$ cat config.mk
export PLATFORM = sky130hd
export DESIGN_NAME = bytecode_line_table_decoder
export DESIGN_NICKNAME = d
export VERILOG_FILES = /design/src/design/ltd_pkg.sv /design/src/design/ltd_walk.sv /design/src/design/bytecode_line_table_decoder.sv
export SDC_FILE = /design/constraint.sdc
export NUM_CORES = 1
export LEC_CHECK = 0
export ABC_AREA = 1
export BUFFER_PORTS_ARGS = -buffer_cell sky130_fd_sc_hd__buf_4
export CORE_ASPECT_RATIO = 1.75
export CORE_MARGIN = 10
export CORE_UTILIZATION = 55
export CTS_CLUSTER_DIAMETER = 200
export DETAILED_ROUTE_END_ITERATION = 16
export GPL_TIMING_DRIVEN = 0
export PLACE_DENSITY = 0.79
export SLEW_MARGIN = 20
export SYNTH_ARGS = -nofsm -noshare
export SYNTH_HDL_FRONTEND = slang
export SYNTH_SLANG_ARGS = --single-unit
$ cat constraint.sdc
create_clock -name clk -period 6.7 [get_ports clk]
set_input_delay 0.67 -clock clk [delete_from_list [all_inputs] [get_ports clk]]
set_output_delay 0.67 -clock clk [all_outputs]
set_load 0.02 [all_outputs]
$ cat src/design/ltd_pkg.sv
// shared types and codes for the bytecode line table decoder
// no dependencies; used by ltd_walk and bytecode_line_table_decoder
package ltd_pkg;

    localparam logic [1:0] KIND_BEGIN = 2'd0;
    localparam logic [1:0] KIND_BYTE  = 2'd1;
    localparam logic [1:0] KIND_END   = 2'd2;

    localparam logic [1:0] FMT_PAIRS      = 2'd0;
    localparam logic [1:0] FMT_SKIP_PAIRS = 2'd1;
    localparam logic [1:0] FMT_ENTRIES    = 2'd2;

    localparam logic CFG_TABLE_FORMAT = 1'b0;
    localparam logic CFG_CODE_START   = 1'b1;

    // entry_phase codes
    localparam logic [2:0] PH_HEAD      = 3'd0;
    localparam logic [2:0] PH_VAR_DELTA = 3'd1;
    localparam logic [2:0] PH_VAR_LONG  = 3'd2;
    localparam logic [2:0] PH_SKIP_VAR  = 3'd3;
    localparam logic [2:0] PH_SKIP_BYTE = 3'd4;

    // entry head codes
    localparam logic [3:0] CODE_NONE     = 4'd15;
    localparam logic [3:0] CODE_LONG     = 4'd14;
    localparam logic [3:0] CODE_VARINT   = 4'd13;
    localparam logic [3:0] CODE_ONE_LINE = 4'd10;

    localparam logic [7:0] NO_LINE_DELTA = 8'h80;

    typedef struct packed {
        logic [1:0]         kind;
        logic [7:0]         table_byte;
        logic signed [31:0] instr_offset;
        logic [30:0]        first_line;
    } item_t;

endpackage

$ cat src/design/ltd_walk.sv
// line table walk: state registers and the per-item update logic
// depends on ltd_pkg
module ltd_walk (
    input  logic          clk,
    input  logic          rst_n,
    input  logic          item_en,
    input  ltd_pkg::item_t item,
    input  logic [1:0]    table_format,
    input  logic [15:0]   code_start_offset,
    output logic [31:0]   line_number
);

    logic [31:0] target_offset_reg, target_offset_next;
    logic [31:0] current_line_reg, current_line_next;
    logic [31:0] address_sum_reg, address_sum_next;
    logic        decided_reg, decided_next;
    logic [2:0]  entry_phase_reg, entry_phase_next;
    logic [7:0]  held_byte_reg, held_byte_next;
    logic [31:0] varint_value_reg, varint_value_next;
    logic [4:0]  varint_shift_reg, varint_shift_next;
    logic [1:0]  skip_count_reg, skip_count_next;

    logic [7:0]  b;
    logic [31:0] entry_target;
    logic [31:0] varint_sum;
    logic [31:0] varint_mag;
    logic [31:0] varint_delta;
    logic [31:0] pair_sum;
    logic [31:0] head_sum;
    logic [3:0]  code;
    logic        varint_more;

    assign b            = item.table_byte;
    assign entry_target = target_offset_reg - {16'd0, code_start_offset};
    assign varint_sum   = varint_value_reg
                        + ((varint_shift_reg <= 5'd30)
                           ? ({26'd0, b[5:0]} << varint_shift_reg) : 32'd0);
    assign varint_mag   = varint_sum >> 1;
    assign varint_delta = varint_sum[0] ? (32'd0 - varint_mag) : varint_mag;
    assign varint_more  = b[6];
    assign pair_sum     = address_sum_reg + {24'd0, held_byte_reg};
    assign head_sum     = address_sum_reg + {27'd0, ({1'b0, b[2:0]} + 4'd1), 1'b0};
    assign code         = b[6:3];

    always_comb
    begin
        target_offset_next = target_offset_reg;
        current_line_next  = current_line_reg;
        address_sum_next   = address_sum_reg;
        decided_next       = decided_reg;
        entry_phase_next   = entry_phase_reg;
        held_byte_next     = held_byte_reg;
        varint_value_next  = varint_value_reg;
        varint_shift_next  = varint_shift_reg;
        skip_count_next    = skip_count_reg;

        if (item_en && item.kind == ltd_pkg::KIND_BEGIN)
        begin
            target_offset_next = item.instr_offset;
            current_line_next  = {1'b0, item.first_line};
            address_sum_next   = 32'd0;
            decided_next       = 1'b0;
            entry_phase_next   = ltd_pkg::PH_HEAD;
            held_byte_next     = 8'd0;
            varint_value_next  = 32'd0;
            varint_shift_next  = 5'd0;
            skip_count_next    = 2'd0;
        end
        else if (item_en && item.kind == ltd_pkg::KIND_BYTE && !decided_reg)
        begin
            if (table_format == ltd_pkg::FMT_PAIRS || table_format == ltd_pkg::FMT_SKIP_PAIRS)
            begin
                if (entry_phase_reg == ltd_pkg::PH_HEAD)
                begin
                    held_byte_next   = b;
                    entry_phase_next = ltd_pkg::PH_VAR_DELTA;
                end
                else
                begin
                    entry_phase_next = ltd_pkg::PH_HEAD;
                    if (table_format == ltd_pkg::FMT_PAIRS)
                    begin
                        address_sum_next = pair_sum;
                        if ($signed(pair_sum) > $signed(target_offset_reg))
                            decided_next = 1'b1;
                        else
                            current_line_next = current_line_reg + {{24{b[7]}}, b};
                    end
                    else if (b != ltd_pkg::NO_LINE_DELTA)
                    begin
                        current_line_next = current_line_reg + {{24{b[7]}}, b};
                        address_sum_next  = pair_sum;
                        if ($signed(pair_sum) > $signed({target_offset_reg[30:0], 1'b0}))
                            decided_next = 1'b1;
                    end
                end
            end
            else if (table_format == ltd_pkg::FMT_ENTRIES)
            begin
                case (entry_phase_reg)
                    ltd_pkg::PH_VAR_DELTA, ltd_pkg::PH_VAR_LONG:
                    begin
                        varint_value_next = varint_sum;
                        varint_shift_next = (varint_shift_reg <= 5'd24)
                                          ? varint_shift_reg + 5'd6 : 5'd31;
                        if (!varint_more)
                        begin
                            current_line_next = current_line_reg + varint_delta;
                            if ($signed(address_sum_reg) >= $signed(entry_target))
                                decided_next = 1'b1;
                            if (entry_phase_reg == ltd_pkg::PH_VAR_LONG)
                            begin
                                skip_count_next  = 2'd3;
                                entry_phase_next = ltd_pkg::PH_SKIP_VAR;
                            end
                            else
                                entry_phase_next = ltd_pkg::PH_HEAD;
                        end
                    end
                    ltd_pkg::PH_SKIP_VAR:
                    begin
                        if (!varint_more)
                        begin
                            if (skip_count_reg <= 2'd1)
                            begin
                                skip_count_next  = 2'd0;
                                entry_phase_next = ltd_pkg::PH_HEAD;
                            end
                            else
                                skip_count_next = skip_count_reg - 2'd1;
                        end
                    end
                    ltd_pkg::PH_SKIP_BYTE:
                    begin
                        if (skip_count_reg <= 2'd1)
                        begin
                            skip_count_next  = 2'd0;
                            entry_phase_next = ltd_pkg::PH_HEAD;
                        end
                        else
                            skip_count_next = skip_count_reg - 2'd1;
                    end
                    default:
                    begin
                        // entry head, also any unused phase code
                        address_sum_next = head_sum;
                        if (code == ltd_pkg::CODE_VARINT || code == ltd_pkg::CODE_LONG)
                        begin
                            varint_value_next = 32'd0;
                            varint_shift_next = 5'd0;
                            entry_phase_next  = (code == ltd_pkg::CODE_VARINT)
                                              ? ltd_pkg::PH_VAR_DELTA : ltd_pkg::PH_VAR_LONG;
                        end
                        else
                        begin
                            if ($signed(head_sum) >= $signed(entry_target))
                                decided_next = 1'b1;
                            if (code == ltd_pkg::CODE_NONE)
                                entry_phase_next = ltd_pkg::PH_HEAD;
                            else
                            begin
                                entry_phase_next = ltd_pkg::PH_SKIP_BYTE;
                                if (code >= ltd_pkg::CODE_ONE_LINE)
                                begin
                                    current_line_next = current_line_reg
                                        + {28'd0, code - ltd_pkg::CODE_ONE_LINE};
                                    skip_count_next = 2'd2;
                                end
                                else
                                    skip_count_next = 2'd1;
                            end
                        end
                    end
                endcase
            end
        end
    end

    always_ff @(posedge clk or negedge rst_n)
    begin
        if (!rst_n)
        begin
            target_offset_reg <= 32'd0;
            current_line_reg  <= 32'd0;
            address_sum_reg   <= 32'd0;
            decided_reg       <= 1'b0;
            entry_phase_reg   <= 3'd0;
            held_byte_reg     <= 8'd0;
            varint_value_reg  <= 32'd0;
            varint_shift_reg  <= 5'd0;
            skip_count_reg    <= 2'd0;
        end
        else
        begin
            target_offset_reg <= target_offset_next;
            current_line_reg  <= current_line_next;
            address_sum_reg   <= address_sum_next;
            decided_reg       <= decided_next;
            entry_phase_reg   <= entry_phase_next;
            held_byte_reg     <= held_byte_next;
            varint_value_reg  <= varint_value_next;
            varint_shift_reg  <= varint_shift_next;
            skip_count_reg    <= skip_count_next;
        end
    end

    assign line_number = current_line_reg;

endmodule

$ cat src/design/bytecode_line_table_decoder.sv
// bytecode line table decoder top: request register, walk, result register
// depends on ltd_pkg and ltd_walk
//
// channel   dir  handshake         payload
// s_*       in   tvalid / tready   tuser kind, tdata byte/offset/first line
// m_*       out  tvalid / tready   tdata line_number
// cfg_*     in   valid / ready     index, data
//
// one request per cycle while no result stalls: each request is registered, then
// the walk logic updates the state and loads the result register on an end request
// an end request passes the request register, then the result register, to m_tvalid
// reset clears the walk state, the config registers and all valid flags
// a waiting result stalls the request register and the walk; one more request is
// still taken into the request register while the result waits
module bytecode_line_table_decoder (
    input  logic        clk,
    input  logic        rst_n,
    input  logic        s_tvalid,
    output logic        s_tready,
    input  logic [71:0] s_tdata,   // table_byte[7:0], instr_offset[39:8], first_line[70:40], zero[71]
    input  logic [1:0]  s_tuser,   // kind[1:0]
    output logic        m_tvalid,
    input  logic        m_tready,
    output logic [31:0] m_tdata,   // line_number[31:0]
    input  logic        cfg_valid,
    output logic        cfg_ready,
    input  logic        cfg_index,
    input  logic [15:0] cfg_data
);

    logic           in_valid_reg;
    ltd_pkg::item_t in_item_reg;
    logic           out_valid_reg;
    logic [31:0]    out_data_reg;
    logic [1:0]     table_format_reg;
    logic [15:0]    code_start_reg;
    logic           pipe_adv;
    logic           proc_en;
    logic [31:0]    cur_line;

    assign pipe_adv  = !out_valid_reg || m_tready;
    assign proc_en   = in_valid_reg && pipe_adv;
    assign s_tready  = !in_valid_reg || pipe_adv;
    assign cfg_ready = 1'b1;

    always_ff @(posedge clk or negedge rst_n)
    begin
        if (!rst_n)
        begin
            table_format_reg <= 2'd0;
            code_start_reg   <= 16'd0;
        end
        else if (cfg_valid)
        begin
            if (cfg_index == ltd_pkg::CFG_TABLE_FORMAT)
                table_format_reg <= cfg_data[1:0];
            else
                code_start_reg <= cfg_data;
        end
    end

    always_ff @(posedge clk or negedge rst_n)
    begin
        if (!rst_n)
            in_valid_reg <= 1'b0;
        else if (s_tready)
            in_valid_reg <= s_tvalid;
    end

    always_ff @(posedge clk)
    begin
        if (s_tready && s_tvalid)
        begin
            in_item_reg.kind         <= s_tuser;
            in_item_reg.table_byte   <= s_tdata[7:0];
            in_item_reg.instr_offset <= s_tdata[39:8];
            in_item_reg.first_line   <= s_tdata[70:40];
        end
    end

    ltd_walk u_walk (
        .clk               (clk),
        .rst_n             (rst_n),
        .item_en           (proc_en),
        .item              (in_item_reg),
        .table_format      (table_format_reg),
        .code_start_offset (code_start_reg),
        .line_number       (cur_line)
    );

    always_ff @(posedge clk or negedge rst_n)
    begin
        if (!rst_n)
            out_valid_reg <= 1'b0;
        else if (pipe_adv)
            out_valid_reg <= in_valid_reg && in_item_reg.kind == ltd_pkg::KIND_END;
    end

    always_ff @(posedge clk)
    begin
        if (proc_en && in_item_reg.kind == ltd_pkg::KIND_END)
            out_data_reg <= cur_line;
    end

    assign m_tvalid = out_valid_reg;
    assign m_tdata  = out_data_reg;

    // a stalled request keeps its slot and contents
    a_hold_req: assert property (@(posedge clk) disable iff (!rst_n)
        (in_valid_reg && !pipe_adv) |=> (in_valid_reg && $stable(in_item_reg)))
        else $error("request register lost a stalled request");

    // back pressure only when both slots are full and the result is not taken
    a_ready: assert property (@(posedge clk) disable iff (!rst_n)
        !s_tready |-> (in_valid_reg && out_valid_reg && !m_tready))
        else $error("s_tready dropped without a full pipe");

    // every processed end request yields a result next cycle
    a_end_result: assert property (@(posedge clk) disable iff (!rst_n)
        (proc_en && in_item_reg.kind == ltd_pkg::KIND_END) |=> out_valid_reg)
        else $error("end request gave no result");

    // a result appears only after an end request
    a_no_spurious: assert property (@(posedge clk) disable iff (!rst_n)
        (pipe_adv && !(in_valid_reg && in_item_reg.kind == ltd_pkg::KIND_END))
        |=> !out_valid_reg)
        else $error("result without an end request");

endmodule
Word level (Yosys, flattened, before mapping)
Cells that the tools add are included.
{ "word_totals": {"ff_bits": 272, "output_inout_bits": 35, "in_bits": 96} }
{ "classes": {"n_addsub": 12, "n_lt_le_gt_ge": 8, "shifts": 1, "bitwise_logic": 1, "muxes": 79, "n_reduce_logical": 37, "n_eq_ne": 31} }
{ "op_table": {"columns": ["op", "count"], "rows": [
  ["2-to-1 mux 32 bit", 27],
  ["case mux 32 bit (2 select lines)", 2],
  ["adder 32 bit", 3],
  ["greater-or-equal comparator 32 bit", 2],
  ["greater-than comparator 32 bit", 2],
  ["adder 32 x 4 -> 32 bit", 1],
  ["adder 32 x 5 -> 32 bit", 1],
  ["adder 32 x 8 -> 32 bit", 1],
  ["2-to-1 mux 8 bit", 4],
  ["<< shifter 6 x 5 -> 32 bit", 1],
  ["subtractor 1 x 31 -> 32 bit, first input constant", 1],
  ["subtractor 32 x 16 -> 32 bit", 1],
  ["2-to-1 mux 5 bit", 6],
  ["2-to-1 mux 3 bit", 9],
  ["2-to-1 mux 2 bit", 13],
  ["inequality test 4 x 2 -> 1 bit, second input constant", 6],
  ["2-to-1 mux 1 bit", 14],
  ["equality test 4 bit, second input constant", 3],
  ["AND reduction 11 bit", 1],
  ["<= comparator 5 bit, second input constant", 2],
  ["inequality test 5 x 4 -> 1 bit, second input constant", 2],
  ["case mux 5 bit (2 select lines)", 1],
  ["AND reduction 10 bit", 1],
  ["AND reduction 5 bit", 2],
  ["other kinds (35)", 63]
]} }

Logic depth before layout (Yosys ltp)
Gate-level depths: netlist (run 1).
{ "depth": {"depth_word": 12, "ltp_mapped": 45, "depth_no_buf": 45} }

By module
From an unflattened synthesis (run 1), not the netlist that was laid out.
{ "unflattened": {"hier_cells": 2936, "hier_area_um2": 21663.3} }
{ "by_module_without_submodules": {"columns": ["mod", "cells_each", "instances", "seq_area_each_um2", "area_per_inst_um2"], "rows": [
  ["ltd_walk", 2733, 1, 3678.5, 17590.6],
  ["bytecode_line_table_decoder", 203, 1, 3653.5, 4072.7]
]} }

Least setup slack after synthesis (run 1)
Ideal clock, no wire load.
{ "synth_path": {"kind": "register to register", "startpoint": "register u_walk.varint_shift_reg[0]", "endpoint": "register u_walk.current_line_reg[30] (netlist: u_walk.line_number[30])", "path_stages_with_launch": 39, "slack_ns": 1.766, "setup_time_ns": 0.116, "n_path_buf": 1, "arrival_ns": 4.817, "cell_sequence": "dfrtp_1 -> buf_2 -> o21ai_0 -> nand2_1 -> o21ai_0 -> nand2_1 -> o21ai_0 -> nor2_1 -> a31oi_1 -> nor2_1 -> ha_1 -> nand2_2 -> inv_1 -> nand2_1 -> nand2_1 -> inv_1 -> nand3_1 -> xnor2_1 -> (+3 left out) -> o31ai_1 -> a21oi_1 -> o21ai_0 -> a21oi_1 -> ha_1 -> a21oi_1 -> o21ai_0 -> a21oi_1 -> nand3_1 -> nand2_1 -> o211ai_1 -> nand2_1 -> o311ai_0 -> or2_2 -> nand3_1 -> nand2_1 -> nand2_1 -> nand2_1"} }
{ "synth_via": {"elab_chain_cells": 12} }
{ "synth_lines": {"columns": ["item", "line_no", "source"], "rows": [
  ["start: declaration", "ltd_walk.sv:20", "logic [4:0] varint_shift_reg, varint_shift_next;"],
  ["start signal: assignment", "ltd_walk.sv:202", "varint_shift_reg <= varint_shift_next;"],
  ["<= comparator 5 bit / << shifter 6 x 5 -> 32 bit (equally long branches)", "ltd_walk.sv:36, ltd_walk.sv:37", null],
  ["2-to-1 mux 32 bit (*)", "ltd_walk.sv:37", "? ({26'd0, b[5:0]} << varint_shift_reg) : 32'd0);"],
  ["adder 32 bit (*)", "ltd_walk.sv:36", "+ ((varint_shift_reg <= 5'd30)"],
  ["subtractor 1 x 31 -> 32 bit", "ltd_walk.sv:39", "assign varint_delta = varint_sum[0] ? (32'd0 - varint_mag) : varint_mag;"],
  ["2-to-1 mux 32 bit (*)", "ltd_walk.sv:39", null],
  ["adder 32 bit (*)", "ltd_walk.sv:108", "current_line_next = current_line_reg + varint_delta;"],
  ["2-to-1 mux 32 bit (*)", "ltd_walk.sv:106", "if (!varint_more)"],
  ["case mux 32 bit (2 select lines) (*)", "ltd_walk.sv:100", "case (entry_phase_reg)"],
  ["2-to-1 mux 32 bit (*)", "ltd_walk.sv:98", "else if (table_format == ltd_pkg::FMT_ENTRIES)"],
  ["2-to-1 mux 32 bit (*)", "ltd_walk.sv:71", "if (table_format == ltd_pkg::FMT_PAIRS || table_format == ltd_pkg::FMT_SKIP_PAIRS)"],
  ["2-to-1 mux 32 bit (*)", "ltd_walk.sv:69", "else if (item_en && item.kind == ltd_pkg::KIND_BYTE && !decided_reg)"],
  ["2-to-1 mux 32 bit (*)", "ltd_walk.sv:57", "if (item_en && item.kind == ltd_pkg::KIND_BEGIN)"],
  ["end signal: assignment", "ltd_walk.sv:196", "current_line_reg <= current_line_next;"],
  ["end: declaration", "ltd_walk.sv:14", "logic [31:0] current_line_reg, current_line_next;"]
]} }
Every way passes the cells marked *; elsewhere a longest branch is shown, timed or not. The select of a mux whose other input is x is not followed.
A chain may end at the register's enable or synchronous reset.

Final worst setup path (run 1)
{ "layout_path": {"startpoint": "register u_walk.varint_shift_reg[1]", "endpoint": "register u_walk.current_line_reg[30] (netlist: u_walk.line_number[30])"} }
The elaborated chain is that of the path after synthesis.

==> summary.md, run 1 <==
| Metric | Value |
|---|---|
| Reg-to-reg startpoint | u_walk.varint_shift_reg[1] |
| Final Max Slew Viols | 0 |
| Status | finished, final reports clean |
| Utilization after layout | 62.63% |
| Core area | 39,280 um2 |
| Most common flop cell mapped by yosys | dfrtp_1 |
| Clock Latency Late Sink | 0.59 ns |
| CP required | 7.18 ns |
| Final period util | 93.01% |
| Residual DRC count | 0 |
| Max Used Layer | met4 |
| Max Fclk | 0.1605 GHz |
| Pwr per Cell Area | 479.7 nW/um2 |
| Hold buffer count at CTS | 0 |
| Die H | 283.5 um |
| Fraction of layout cells with a size suffix above 1 | 9.162% |
| DRT iter0 DRCs | 1,528 |
| Startpoint class of the critical path | flip-flop |
| Post-route cell area | 24,600 um2 |
| Leak Pwr | 12.12 nW |
| Mapped Area | 21,820 um2 |
| Number of flip-flops in the largest register | 73 |
| Cell-internal power | 0.005696 W |
| Placer Congestion | 0.9932 |
| CTS sink cnt | 272 |
| Worst Path Arrival | 6.71 ns |
| Site row count | 96 |
| CTS H-tree lvls | 1 |
| Hold WC Path Type | in -> async |
| Final hold viol count | 0 |
| Clock Skew | 0.03701 ns |
| Antenna diodes | 0 |
| Least-Margin Pin Slew | 1.126 ns |
| Drt first pass iters | 9 |
| First-pass GRT wire length | 115.4 mm |
| Post-DP HPWL | 60.80 mm |
| Placed Area | 23,490 um2 |
| Setup TNS | 0 ns |
| Nets | 3,482 |
| Maximum Capacitance Violations | 0 |
| Vias | 21,290 |
| CP Class | reg -> reg |
| Sw frac | 51.73% |
| Post-synth EDFFs | 105 |
| Root Driver | clkbuf_16 |
| Family with the most delay on the worst path | simple AND/OR/NAND/NOR gates |
| Hold_ws | 0.05582 ns |
| Clock transition at the registers of the reported paths | 0.06 ns |
| Synth warn | 0 |
| Die width | 170.6 um |
| Gate power share | 62.7% |
| Syn Inst Count | 2,991 |
| Met2 WL | 39.59 mm |
| CTS tree | done |
| Setup crit start | u_walk.varint_shift_reg[1] |
| Netlist cell types | 56 |
| Routed met3 length | 3.280 mm |
| Post-synthesis sequential area ratio | 33.61% |
| Critical path's slowest cell | dfrtp_1 |
| CP peak stage delay | 0.42 ns |
| P&R area growth vs syn | 12.76% |
| Seq pwr share | 22.4% |
| Min Tclk post-route | 6.231 ns |
| Synth Area per Inst | 7.294 um2 |
| Routed len/inst | 20.46 um |
| Largest net degree at the start of global routing | 92 |
| Async SR Flop Fraction | 61.40% |
| Max IR drop VDD | 0.0003421 V |
| Max-Slew Margin vs Limit | 24.95% |
| Die area | 48,350 um2 |
| Buf+Inv Stages, Crit Path | 3 |
| Metal-1 WL | 25.62 mm |
| Antenna Violating Nets Remaining | 0 |
| Initial core utilization | 55.54% |
| # IOs | 131 |
| CP endpoint kind | flip-flop |
| CP dominant cell by count | nand2_1 |
| Yosys reg bits | 272 |
| Psw | 0.006103 W |
| Port bufs | 128 |
| Gr ovfl total | 0 |
| Final WL | 75.01 mm |
| Endpoints failing setup | 0 |
| Vias in the first global route | 21,820 |
| Mapped Nets | 3,319 |
| Initial antenna violation count | 0 |
| Vias per cell | 5.806 |
| Crit-path max FO | 10 |
| CTS Buf Count | 28 |
| Clk buf depth | 3 |
| Gr usage total | 30.50% |
| Clock power frac | 14.9% |
## cell usage in the layout (no fill, tap or decap), types with 15 or more instances in the layout
cell / netlist / final
o31ai_1: 19 / 19
edfxtp_1: 105 / 105
nand2_1: 718 / 718
nor2_1: 266 / 261
clkbuf_16: 0 / 28
ha_1: 227 / 225
nor2_2: 14 / 17
xor2_1: 77 / 77
buf_4: 2 / 132
o21ai_1: 13 / 18
inv_1: 399 / 396
o21ai_0: 258 / 253
nor3_1: 31 / 30
nand3b_1: 15 / 15
a21oi_1: 216 / 212
a31oi_1: 17 / 16
nand2_2: 24 / 24
nand4_1: 44 / 44
nand3_1: 140 / 139
o211ai_1: 18 / 18
xnor2_1: 26 / 25
o22ai_1: 19 / 19
clkbuf_1: 52 / 50
dfrtp_1: 167 / 167
## repair_timing
item / CTS / global route
gates resized for setup: 0 / 27
setup buffers: 0 / 3
setup endpoints to repair: 0 / 13
## power groups by stage
| stage | Combinational (W) | Clock, W | Sequential (W) |
|---|---|---|---|
| 2_1_floorplan | 0.00519 | 0 | 0.00248 |
| 3_3_place_gp | 0.00693 | 0 | 0.00265 |
| 3_5_place_dp | 0.00717 | 0 | 0.00266 |
| 4_1_cts | 0.00723 | 0.00177 | 0.00263 |
| 5_1_grt | 0.00824 | 0.00184 | 0.00268 |
| 6_report | 0.00739 | 0.00176 | 0.00265 |
## path summary, 6_finish.rpt
| check | to | slack, ns | depth (start not counted) |
|---|---|---|---|
| setup / recovery | u_walk.line_number[30] | 0.47 | 36 |
| hold / removal | code_start_reg[2] | 0.06 | 1 |
| setup reg to reg | u_walk.line_number[30] | 0.47 | 36 |
| hold reg to reg | u_walk.target_offset_reg[5] | 0.46 | 2 |
| max in group asynchronous | u_walk.varint_value_reg[11] | 5.72 | 2 |
| min in group clk | in_item_reg[16] | 0.25 | 1 |
## cell usage after synthesis (31+ instances only)
library cell | number | share of area, %
nand2_1 | 718 | 12
inv_1 | 399 | 6.9
nor2_1 | 266 | 4.6
o21ai_0 | 258 | 5.9
ha_1 | 227 | 13
a21oi_1 | 216 | 5.0
dfrtp_1 | 167 | 19
nand3_1 | 140 | 3.2
edfxtp_1 | 105 | 14
xor2_1 | 77 | 3.1
clkbuf_1 | 52 | 0.89
nand4_1 | 44 | 1.3
nor3_1 | 31 | 0.71
## per-stage QoR
stage	power, W	instances	worst slack [ns]
2_1_floorplan	0.007668	2991	1.766
3_3_place_gp	0.009583	3609	0.01916
3_5_place_dp	0.009830	3612	0.03703
4_1_cts	0.01163	3664	0.02786
5_1_grt	0.01276	3666	-0.01346
6_report	0.01180	3666	0.4685
## layer usage
layer	GRT usage (%)	vias up
li1	-	10280
met1	29.28	9981
met2	57.12	744
met3	3.203	282
met4	23.73	0
met5	0	-
## kinds of logic after synthesis
group / Yosys count / share of synthesized area (%)
compound gates: 604 / 15.11
fa+ha+maj: 232 / 13.48
mux: 1 / 0.04588
other cells: 1 / 0.01719
simple gates: 1296 / 25.24
xor+xnor: 103 / 4.135
buf+inv: 482 / 8.368
flops: 272 / 33.61
## layout make-up
cell class              count  area (um2)
plain buffers              70       284.0
clock buffers              29       704.4
clock inverters            23       322.8
fillers                  3594       14680
inverters                 411        1545
multi-input cells        2237       12730
flip-flops and latches    272        7332
well taps                 490       613.1
repair buffers            134        1066
(Power assumes the default switching activity.)
==> run 2, diff against run 1 <==
--- a/config.mk
+++ b/config.mk
@@ -15,3 +15,3 @@
 export GPL_TIMING_DRIVEN = 0
-export PLACE_DENSITY = 0.79
+export PLACE_DENSITY = 0.72
 export SLEW_MARGIN = 20
--- a/constraint.sdc
+++ b/constraint.sdc
@@ -3,2 +3,2 @@
 set_output_delay 0.67 -clock clk [all_outputs]
-set_load 0.02 [all_outputs]
+set_load 0.01 [all_outputs]
==> summary.md, run 2 (synthesis results as in run 1) <==
| Metric | Value |
|---|---|
| CTS Buf Count | 28 (unchanged) |
| Final period util | 94.35% (+1.3 points) |
| Port bufs | 128 (unchanged) |
| Gr ovfl total | 0 (unchanged) |
| Reg-to-reg startpoint | u_walk.target_offset_reg[2] |
| Initial core utilization | 55.54% (unchanged) |
| Core area | 39,280 um2 (unchanged) |
| Placer Congestion | 1.015 (+2.2%) |
| Final WL | 75.51 mm (+0.67%) |
| R2r endpoint | u_walk.decided_reg |
| Die H | 283.5 um (unchanged) |
| Nets | 3,483 (+0.029%) |
| Most frequent cells in the layout | 717 x nand2_1, 397 x inv_1, 263 x nor2_1, 253 x o21ai_0, 226 x ha_1 |
| Final worst slack | 0.3783 ns (-0.09022 ns) |
| Leak Pwr | 12.06 nW (-0.42%) |
| Min Tclk post-route | 6.322 ns (+0.09022 ns) |
| CP Class | reg -> reg |
| Die area | 48,350 um2 (unchanged) |
| Maximum Capacitance Violations | 0 (unchanged) |
| Max Fclk | 0.1582 GHz (-1.4%) |
| RSZ-0062 raised after global routing | true |
| Final hold viol count | 0 (unchanged) |
| Vias in the first global route | 21,750 (-0.30%) |
| Largest net degree at the start of global routing | 92 (unchanged) |
| CTS tree | done |
| Vias | 21,320 (+0.16%) |
| Vias per cell | 5.814 (+0.14%) |
| Least-Margin Pin Slew | 1.108 ns (-0.01815 ns) |
| Fraction of layout cells with a size suffix above 1 | 9.002% (-0.16 points) |
| Hold buffer count at CTS | 0 (unchanged) |
| Layout Cells excl Fill | 3,667 (+0.027%) |
| Endpoints failing setup | 0 (unchanged) |
| CP endpoint kind | flip-flop |
| CTS sink cnt | 272 (unchanged) |
| First-pass GRT wire length | 115.9 mm (+0.46%) |
| Pwr per Cell Area | 473.4 nW/um2 (-1.3%) |
| Clock Skew | 0.01621 ns (-0.02080 ns) |
| Drt first pass iters | 6 (-3) |
| Hold WC Path Type | in -> async |
| Setup crit start | u_walk.target_offset_reg[2] |
| Post-DP HPWL | 61.10 mm (+0.50%) |
| Antenna diodes | 0 (unchanged) |
| Gr usage total | 30.89% (+0.40 points) |
| CP required | 7.18 ns (about the same) |
| Routed len/inst | 20.59 um (+0.64%) |
| Max IR drop VDD | 0.0003194 V (-6.6%) |
| Site row count | 96 (unchanged) |
| Antenna Violating Nets Remaining | 0 (unchanged) |
| Startpoint class of the critical path | flip-flop |
| # IOs | 131 (unchanged) |
| Clock transition at the registers of the reported paths | 0.06 ns (about the same) |
| CTS H-tree lvls | 1 (unchanged) |
| DRT iter0 DRCs | 1,582 (+3.5%) |
| Number of flip-flops in the largest register | 73 (unchanged) |
| P&R area growth vs syn | 12.29% |
| Number of cells after detailed placement | 3,612 (unchanged) |
| Fill cell count | 3,607 (+0.36%) |
| Final Max Slew Viols | 0 (unchanged) |
| R2r worst-path depth | 25 (-31%) |
| Commonest non-fill, non-tap cell in the layout | nand2_1 |
| Max-Slew Margin vs Limit | 25.48% (+0.53 points) |
| Status | finished, final reports clean |
| Setup WS pre-CTS | -0.07170 ns (-0.1087 ns) |
| Die width | 170.6 um (unchanged) |
| Clk buf depth | 3 (unchanged) |
| Clock Latency Late Sink | 0.60 ns (about the same) |
| Reg2reg setup slack | 0.38 ns (-0.09 ns) |
| Initial antenna violation count | 0 (unchanged) |
| Residual DRC count | 0 (unchanged) |
| Worst Path Arrival | 6.80 ns (+0.09 ns) |
| Crit-path max FO | 4 (-6) |
| Root Driver | clkbuf_16 |
==> run 2: timing repair <==
action                                  CTS  global route
buffers inserted                          0             4
resized for setup                         1            26
hold endpoints to repair                  0             0
endpoints found under the setup margin    1            13
pin swaps                                 0             1
==> run 2: area by class of cell <==
type / count / area (um2) / share of cell area, %
Multi-Input combinational cell: 2237 / 12730 / 51.98
Tap cell: 490 / 613.1 / 2.503
Buffer: 70 / 284.0 / 1.159
Inverter: 411 / 1545 / 6.308
Timing Repair Buffer: 135 / 1074 / 4.382
Sequential cell: 272 / 7333 / 29.94
Clock inverter: 16 / 182.7 / 0.7457
Clock buffer: 36 / 730.7 / 2.983
==> run 2: critical path: stages (launching register included) <==
cell and delay [ns]:
dfrtp_1 0.38, ha_1 0.33, a21oi_1 0.16, nand2_1 0.10, a21oi_1 0.23, o21ai_1 0.10
a21oi_1 0.21, o21ai_0 0.21, a21boi_2 0.29, o21bai_1 0.16, a21oi_1 0.53, nand3_1 0.21
xor2_1 0.41, ha_1 0.25, nand2_1 0.08, nor2_1 0.20, nand4_1 0.17, nor4_1 0.87
o21ai_0 0.44, nand3b_1 0.22, xor2_1 0.25, nand4_1 0.11, nand2_1 0.12, nor2_1 0.06
nand2_1 0.06, nand2_1 0.06
==> run 2: how the worst max path moves through the flow <==
stage	to	slack (ns)	cells past startpoint
detailed placement	u_walk.line_number[30]	-0.07	40
floorplan	u_walk.line_number[30]	1.77	38
global placement	u_walk.line_number[30]	0.01	40
global route	u_walk.line_number[30]	-0.07	39
CTS	u_walk.line_number[30]	0.04	40
finish	u_walk.decided_reg	0.38	25
==> run 2: layer usage <==
layer	vias up	global-route usage, %	share of wire, %
met3	319	3.342	4.2
met4	0	25.84	9.3
met5	-	0.1059	0
met1	9964	29.45	34
met2	758	57.21	53
li1	10280	-	-
==> run 2: power breakdown <==
part	internal [W]	total, W	switching, W	leakage, nW
registers	0.00218	0.00262	0.000446	3.10
clock network	0.000892	0.00161	0.000720	0.439
logic	0.00247	0.00736	0.00490	8.53
total	0.00553	0.0116	0.00606	12.1
==> run 2: stage by stage <==
step	util (%)	total power (W)	setup TNS, ns	cell area, um2	hold WS (ns)
after floorplan	-	0.007655	0	21820	0.3744
after global placement	59.55	0.009566	0	23390	0.4370
after detailed placement	59.80	0.009801	-0.07170	23490	0.4438
after CTS	62.13	0.01145	0	24400	0.09662
after global routing	62.37	0.01260	-0.07475	24500	0.1035
final	62.37	0.01160	0	24500	0.06644
==> run 3, diff against run 2 <==
- BUFFER_PORTS_ARGS: -buffer_cell sky130_fd_sc_hd__buf_4 -> unset
- DONT_BUFFER_PORTS: unset -> 1
- PLACE_DENSITY: 0.72 -> 0.69
==> summary.md, run 3 (synthesis results as in run 1) <==
| Metric | Value |
|---|---|
| Commonest non-fill, non-tap cell in the layout | nand2_1 |
| Hold WC Path Type | in -> async |
| Crit-path max FO | 10 (+6) |
| Maximum Capacitance Violations | 0 (unchanged) |
| Clock Latency Late Sink | 0.59 ns (about the same) |
| P&R area growth vs syn | 8.471% |
| Final worst slack | 0.5014 ns (+0.1231 ns) |
| Port bufs | 0 (-100%) |
| Post-route cell area | 23,660 um2 (-3.4%) |
| Min Tclk post-route | 6.199 ns (-0.1231 ns) |
| Setup WS pre-CTS | 0.04671 ns (+0.1184 ns) |
| Final Max Slew Viols | 0 (unchanged) |
| Setup crit start | u_walk.varint_shift_reg[0] |
| Status | finished, final reports clean |
| Die H | 283.5 um (unchanged) |
| CTS tree | done |
| Final WL | 73.86 mm (-2.2%) |
| Post-DP HPWL | 59.88 mm (-2.0%) |
| Critical path's slowest cell | dfrtp_2 |
| R2r worst-path depth | 41 (+64%) |
| Site row count | 96 (unchanged) |
| CP peak stage delay | 0.45 ns (-0.42 ns) |
| Vias in the first global route | 21,120 (-2.9%) |
| Max IR drop VDD | 0.0003582 V (+12%) |
| Drt first pass iters | 7 (+1) |
| CTS sink cnt | 272 (unchanged) |
| R2r endpoint | u_walk.line_number[30] |
| Startpoint class of the critical path | flip-flop |
| Setup crit end | u_walk.line_number[30] |
| # IOs | 131 (unchanged) |
| Final period util | 92.52% (-1.8 points) |
| Endpoints failing setup | 0 (unchanged) |
| Met2 WL | 39.04 mm (-2.0%) |
| Gr usage total | 30.31% (-0.58 points) |
| Vias | 20,590 (-3.4%) |
| Max-Slew Margin vs Limit | 17.93% (-7.6 points) |
| Clock transition at the registers of the reported paths | 0.07 ns (about the same) |
| Reg2reg setup slack | 0.50 ns (+0.12 ns) |
| Max Used Layer | met4 |
| Reg-to-reg startpoint | u_walk.varint_shift_reg[0] |
| Placer Congestion | 0.9957 (-1.9%) |
| Largest net degree at the start of global routing | 168 (+83%) |
| CTS H-tree lvls | 1 (unchanged) |
| Routed len/inst | 20.85 um (+1.2%) |
| Residual DRC count | 0 (unchanged) |
| Die area | 48,350 um2 (unchanged) |
| First-pass GRT wire length | 113.7 mm (-1.9%) |
| Utilization after layout | 60.25% (-2.1 points) |
| Least-Margin Pin Slew | 1.220 ns (+0.1122 ns) |
| CP Class | reg -> reg |
| Final hold viol count | 0 (unchanged) |
| Core area | 39,280 um2 (unchanged) |
| Initial core utilization | 55.54% (unchanged) |
| CP dominant cell by count | nand2_1 |
| Routed met3 length | 2.929 mm (-7.3%) |
| Clock Skew | 0.01953 ns (+0.003317 ns) |
| Number of flip-flops in the largest register | 73 (unchanged) |
| Clk buf depth | 3 (unchanged) |
| Metal-1 WL | 25.27 mm (-0.99%) |
| Vias per cell | 5.811 (about the same) |
| Leak Pwr | 11.53 nW (-4.5%) |
| Most frequent cells in the layout | 717 x nand2_1, 396 x inv_1, 262 x nor2_1, 252 x o21ai_0, 224 x ha_1 |
| Placed Area | 22,490 um2 (-4.3%) |
| Max Fclk | 0.1613 GHz (+2.0%) |
| Root Driver | clkbuf_16 |
| Initial antenna violation count | 1 (+1) |
| DRT iter0 DRCs | 1,557 (-1.6%) |
| Fraction of layout cells with a size suffix above 1 | 5.472% (-3.5 points) |
| Gr ovfl total | 0 (unchanged) |
| CP required | 7.18 ns (about the same) |
| Nets | 3,360 (-3.5%) |
| Worst Path Arrival | 6.68 ns (-0.12 ns) |
| Setup TNS | 0 ns (unchanged) |
| Pwr per Cell Area | 492.5 nW/um2 (+4.0%) |
| CTS Buf Count | 27 (-3.6%) |
| Die width | 170.6 um (unchanged) |
| Antenna Violating Nets Remaining | 0 (unchanged) |
| CP endpoint kind | flip-flop |
[run 3: cell types whose count changed in the layout (fill, tap and decap cells not counted), sizes merged, moves of 3 or more]
cell    change
clkinv      -3
bufinv      +4
clkbuf      -6
buf       -122
inv         +3
[run 3: worst min path at each step]
stage / startpoint / to / slack, ns
after detailed placement: rst_n / u_walk.varint_value_reg[25] / 0.38
final: rst_n / u_walk.varint_value_reg[29] / 0.12
after global placement: rst_n / u_walk.varint_value_reg[29] / 0.38
after global routing: s_tdata[8] / in_item_reg[31] / 0.16
after CTS: s_tuser[0] / in_item_reg[71] / 0.15
after floorplan: rst_n / code_start_reg[0] / 0.37
[run 3: routing by layer]
layer,vias up,GRT usage [%]
li1,10050,-
met1,9593,28.84
met2,665,57.09
met3,277,3.412
met4,0,23.18
met5,-,0
[run 3: what timing repair did]
item	in CTS	in global routing
hold buffers	1	0
resized for setup	0	30
setup endpoints to repair	0	11
buffers inserted	0	10
endpoints found under the hold margin	167	0
[run 3: through the flow]
stage | instances | hold WS, ns | total power (W)
after floorplan | 2991 | 0.3744 | 0.007655
after global placement | 3481 | 0.3805 | 0.009514
after detailed placement | 3483 | 0.3807 | 0.009721
after CTS | 3533 | 0.1541 | 0.01153
after global routing | 3543 | 0.1630 | 0.01271
final | 3543 | 0.1210 | 0.01165
[run 3: worst max-delay path: cells and delay by family, from the launching register on]
family	cells	cell delay [ns]
compound gates	11	1.47
fa+ha+maj	2	0.64
buf+inv	4	0.51
flops	1	0.45
simple gates	24	2.99
[run 3: cell type report]
type                    count  area (um2)
flip-flops and latches    272        7333
diodes                      1       2.502
clock buffers              30       706.9
clock inverters            19       299.0
repair buffers             13       150.1
plain buffers              70       285.3
multi-input cells        2237       12730
fillers                  3701       15610
inverters                 411        1545
well taps                 490       613.1
[run 3: power breakdown]
group          total [W]  switching (W)  internal (W)
combinational    0.00726        0.00483       0.00243
sequential       0.00265       0.000469       0.00218
clock            0.00175       0.000715       0.00104
total             0.0117        0.00601       0.00564
